`config.mk`:
```
export PLATFORM = sky130hd
export DESIGN_NAME = skvt_cell
export DESIGN_NICKNAME = d
export VERILOG_FILES = /design/src/rtl/skvt_pkg.sv /design/src/rtl/skvt_cell.sv
export SDC_FILE = /design/constraint.sdc
export NUM_CORES = 1
export LEC_CHECK = 0
export BUFFER_PORTS_ARGS = -buffer_cell sky130_fd_sc_hd__buf_2
export CORE_AREA = 3 3 135 137
export DETAILED_ROUTE_END_ITERATION = 6
export DIE_AREA = 0 0 138 140
export PLACE_DENSITY = 0.67
export SETUP_SLACK_MARGIN = 0.3
export SLEW_MARGIN = 20
export SYNTH_ARGS = -nofsm -noshare
export SYNTH_HDL_FRONTEND = slang
export SYNTH_SLANG_ARGS = --single-unit
```
`constraint.sdc`:
```
create_clock -name clock -period 5.44 [get_ports clock]
set_clock_uncertainty 0.1 [all_clocks]
set_input_delay 1.36 -clock clock [delete_from_list [all_inputs] [get_ports clock]]
set_output_delay 1.36 -clock clock [all_outputs]
set_load 0.02 [all_outputs]
```
`src/rtl/skvt_pkg.sv`:
```
// skvt_pkg: types, codes and sizes shared by the sorted key/value table
// used by skvt_cell and sorted_key_value_table; no dependencies
package skvt_pkg;

   localparam int TABLE_DEPTH = 64;
   localparam int IDX_W       = (TABLE_DEPTH > 1) ? $clog2(TABLE_DEPTH) : 1;
   localparam int CNT_W       = $clog2(TABLE_DEPTH + 1);
   localparam int POS_W       = 6;
   localparam int CMP_W       = (IDX_W > POS_W) ? IDX_W : POS_W;

   typedef enum logic [1:0] {
      KIND_ADD    = 2'd0,
      KIND_REMOVE = 2'd1,
      KIND_GET    = 2'd2,
      KIND_AT     = 2'd3
   } kind_type;

   typedef enum logic [1:0] {
      STAT_DONE     = 2'd0,
      STAT_REPLACED = 2'd1,
      STAT_MISSING  = 2'd2,
      STAT_FULL     = 2'd3
   } status_type;

   typedef struct packed {
      kind_type           kind;
      logic signed [31:0] key;
      logic [31:0]        payload;
      logic [POS_W-1:0]   position;
   } req_type;

   typedef struct packed {
      status_type         status;
      logic signed [31:0] found_key;
      logic [31:0]        found_payload;
      logic [6:0]         entry_count;
   } rsp_type;

   // update broadcast to every cell in the PH_CMP phase of an operation
   typedef struct packed {
      logic insert;
      logic replace;
      logic remove;
   } cell_cmd_type;

endpackage

```
`src/rtl/skvt_cell.sv`:
```
// skvt_cell: one slot of the sorted table, with its compare flags
// depends on skvt_pkg; chained to its neighbors by sorted_key_value_table
module skvt_cell
   import skvt_pkg::*;
(
   input  logic                clock,
   input  logic                accept,
   input  req_type             req_word,
   input  logic [CNT_W-1:0]    count,
   input  logic [IDX_W-1:0]    index,
   input  cell_cmd_type        cmd,
   input  logic signed [31:0]  new_key,
   input  logic [31:0]         new_payload,
   input  logic                left_lt,
   input  logic signed [31:0]  left_key,
   input  logic [31:0]         left_payload,
   input  logic signed [31:0]  right_key,
   input  logic [31:0]         right_payload,
   output logic signed [31:0]  key,
   output logic [31:0]         payload,
   output logic                lt,
   output logic                match
);

   logic signed [31:0] key_ff, key_in;
   logic [31:0]        payload_ff, payload_in;
   logic               lt_ff, lt_in;
   logic               match_ff, match_in;
   logic               in_use;

   assign in_use = CNT_W'(index) < count;

   always_comb begin
      lt_in    = lt_ff;
      match_in = match_ff;
      if (accept) begin
         lt_in = in_use && (key_ff < req_word.key);
         if (req_word.kind == KIND_AT) begin
            match_in = in_use && (CMP_W'(index) == CMP_W'(req_word.position));
         end else begin
            match_in = in_use && (key_ff == req_word.key);
         end
      end
   end

   always_comb begin
      key_in     = key_ff;
      payload_in = payload_ff;
      if (cmd.insert && !lt_ff) begin
         // the first slot not below the key takes the new word, the rest move up
         if (left_lt) begin
            key_in     = new_key;
            payload_in = new_payload;
         end else begin
            key_in     = left_key;
            payload_in = left_payload;
         end
      end else if (cmd.replace && match_ff) begin
         payload_in = new_payload;
      end else if (cmd.remove && !lt_ff) begin
         key_in     = right_key;
         payload_in = right_payload;
      end
   end

   always_ff @(posedge clock) begin
      key_ff     <= key_in;
      payload_ff <= payload_in;
      lt_ff      <= lt_in;
      match_ff   <= match_in;
   end

   assign key     = key_ff;
   assign payload = payload_ff;
   assign lt      = lt_ff;
   assign match   = match_ff;

endmodule

```
# After elaboration in Yosys (flattened, before gate mapping)
# Cells that the tools add are included.
# op_classes
order_cmp	2
n_eq_ne	4
mux	9
reduce_logical	10
# ops
operator	n
$mux W32	8
$eq A32 B32 Y1	1
$lt A32 B32 Y1	1
$lt A6 B7 Y1	1
$eq A6 B6 Y1	1
$logic_and A1 B1 Y1	6
$reduce_bool A3 Y1	1
$eq A2 B2 Y1 const B	1
$ne A2 B2 Y1 const B	1
$reduce_and A2 Y1	1
$reduce_bool A2 Y1	1
$logic_not A1 Y1	1
$mux W1	1
# totals
regBits	66
input_bits	283
out_inout_bits	66
word_cells	29

# Longest topological paths before layout
# depth
ltp_word	5
ltp_mapped	8
mapped_depth_nobuf	8

# Worst setup path before layout
# No wires, ideal clock.
# synth_path
path_kind	input port to flip-flop
from	input cmd[2] (netlist bit)
to	register payload_ff[0], in the netlist payload[0] (enable)
setup_ps	561
t_arrival_ps	2774
required_time_ps	4779
path_slack_ps	2006
stages	4
n_path_buf	2
cell_sequence	nand2b_1 > clkbuf_1 > clkbuf_1 > nand3_1
# synth_between
elab_chain_cells	2
# synth_rtl
item	line_no	rtl
start: declaration	skvt_cell.sv:11	input cell_cmd_type cmd,
$logic_and A1 B1 Y1	skvt_cell.sv:49	if (cmd.insert && !lt_ff) begin
$reduce_bool A3 Y1 (no line)	--	
end signal: assignment	skvt_cell.sv:68	payload_ff <= payload_in;
end: declaration	skvt_cell.sv:26	logic [31:0] payload_ff, payload_in;
# Every way passes these cells.
# A chain may end at the register's enable or synchronous reset.

# Worst setup path in the final report
# layout_path
from	input req_word[52] (netlist bit)
to	register lt_ff, in the netlist lt (data pin)
# layout_between
elab_chain_cells	2
# layout_rtl
item	line_no	rtl
start: declaration	skvt_cell.sv:8	input req_type req_word,
$lt A32 B32 Y1	skvt_cell.sv:37	lt_in = in_use && (key_ff < req_word.key);
$logic_and A1 B1 Y1	skvt_cell.sv:37	
end signal: assignment	skvt_cell.sv:69	lt_ff <= lt_in;
end: declaration	skvt_cell.sv:27	logic lt_ff, lt_in;
# Every way passes these cells.

==> impl_metrics.yaml <==
power:
  internal-power_mw: 1.22
  leakagePower_nw: 3.20
  switching_share_pct: 31.9
  clkPwrFrac_pct: 32.4
  p_comb_share_pct: 28.9
  p_sw_mw: 0.572
  powerDensity_mw_per_mm2: 284
  p_seq_share_pct: 38.7
  peakVddDrop_uv: 125
  power_mw: 1.79
yosys:
  synth_seq_cells: 66
  syn_area_sq_mm: 0.00419
  synthArstFlopShare_pct: 0
  synth_nets: 751
  synth_cell_types: 32
  synth_area_per_cell_sq_um: 9.72
  synth-main-ff-cell: "edfxtp_1"
  ys_seq_area_share_pct: 47.3
  yosys_warnings: 0
  syn_inst: 431
  synth_edf_count: 66
global_routing:
  first_global_vias: 4387
  grt_max_degree: 65
  grt_pass1_wl_um: 22300
  grtUsageTotal_pct: 14.8
  grt.overflow.total: 0
  antenna_found_initial: 0
worst_setup_path:
  worstPathRequired_ps: 5420
  cp.arrival_ps: 3200
  crit_fanout: 3
  worst_setup_path_end_kind: "flip-flop"
  critPathLaunchType: "input pin"
  critPathKind: "input pin to flip-flop"
placement:
  post-place-ws_ps: 1810
  routabilityCongestion: 0.930
  io_buffers: 316
  place_inst: 955
  post-dp-hpwl_um: 12200
job:
  maxCapViolCount: 0
clock_network:
  clk_pin_slew_ps: 60
  cts_made_buffers: 9
  clock_sinks: 66
  cts-root-buf: "clkbuf_16"
  cts_buffer_depth: 2
  ctsHoldBuffers: 0
  post_cts_resized: 0
  cts_max_level: 3
  postCtsSetupBuffers: 0
  cts_tree: "done"
  clk_latency_ps: 330
finish:
  nets: 1061
  fin_cells: 971
  drive_above_1_share_pct: 46.0
  final_common_cell: "buf_2"
  fillers: 1798
  area_growth_syn_to_layout_pct: 50.7
  n_antenna_cell: 0
  mostFrequentLayoutCells: "316 x buf_2, 67 x nor2_1, 66 x edfxtp_1"
timing:
  fin_crit_ps: 3210
  rsz0062_at_grt: "no"
  tightest_slew_ps: 979
  tns_ps: 0
  post-route-period-util_pct: 59.0
  fmax_mhz: 311
  slew_headroom_pct: 34.6
  setup_slack_ps: 2230
  finalHoldViolations: 0
  setup_viol: 0
  maxSlewViolCount: 0
routing:
  wl_per_cell_um: 15.2
  route.detailed.drc: 0
  vias: 4290
  wl_um: 14800
  detail-route-antenna-nets: 0
  via_per_inst: 4.42
  drt_iter0_drc: 182
  first_pass_iters: 4
die:
  die_area_sq_mm: 0.0193
  top_level_ports: 349
  die-height_um: 140
  die_width_um: 138
  num_rows: 48
  initial_core_util_pct: 24.4
  core_sq_mm: 0.0172
hold_path:
  worstHoldPathType: "flip-flop to flip-flop"
run_status:
  outcome: "finished clean"
-- cells by family (layout without fill, tap and decap cells) --
family | Yosys count | count (layout) | synth area share [%]
AND/OR/NAND/NOR | 138 | 138 | 14.1
buffers and inverters | 57 | 372 | 5.20
flip-flops | 66 | 66 | 47.3
multiplexers | 32 | 32 | 7.65
AO/OA/AOI/OAI | 95 | 95 | 13.4
adder cells (fa/ha/maj) | 37 | 37 | 11.1
XOR/XNOR | 6 | 6 | 1.26
-- metal layers --
layer	share of wire (%)	global-route usage [%]	vias up
met4	4.1	8.58	0
li1	-	-	2171
met3	7.9	4.37	33
met2	50	25.5	207
met5	0	0	-
met1	38	16.1	1879
-- power by group through the flow --
stage          clock (mW)  combinational, mW  sequential [mW]
5_1_grt             0.618              0.580            0.703
4_1_cts             0.604              0.529            0.696
6_report            0.581              0.519            0.695
3_5_place_dp            0              0.528            0.706
3_3_place_gp            0              0.520            0.703
2_1_floorplan           0              0.203            0.795
-- area by class of cell --
type	instances	area [sq um]	area share, %
Multi-Input combinational cell	308	2010	31.9
Sequential cell	66	1980	31.4
Timing Repair Buffer	319	1600	25.4
Tap cell	225	282	4.46
Clock buffer	9	225	3.57
Inverter	37	139	2.20
Clock inverter	7	68.8	1.09
-- registers in the layout (all words and copies together) (netlist names) --
register / flops
key: 32
payload: 32
match: 1
lt: 1
-- final timing paths --
kind	from	to	slack, ps	depth (start not counted)
worst max-delay path	req_word[52]	lt	2230	9
worst min-delay path	key[31]	lt	830	3
worst max register to register	key[14]	lt	2940	7
worst min register to register	key[31]	lt	830	3
-- synth_stat cells, drive strengths merged, types with 14 or more instances --
cell type,n,area (sq um)
nor2,68,255
edfxtp,66,1980
ha,37,463
mux2i,32,320
clkbuf,16,60.1
inv,37,139
o21ai,36,180
nand2,44,165
o22ai,32,200
a21oi,14,73.8
-- critical path, stage by stage --
cell      delay, ps
buf_2            80
inv_1            30
ha_1            320
nand4_1         190
nor4_1          530
a21boi_1        250
o31a_1          230
o21a_1          170
nor3_2           40
-- stage by stage --
step | hold slack (ps) | util (%) | instance area (sq um)
2_1_floorplan | 849 | - | 4190
3_3_place_gp | 813 | 35.0 | 6010
3_5_place_dp | 814 | 35.0 | 6010
4_1_cts | 827 | 36.7 | 6310
5_1_grt | 883 | 36.7 | 6310
6_report | 827 | 36.7 | 6310
Note: power is estimated with default switching activity, not from simulation.
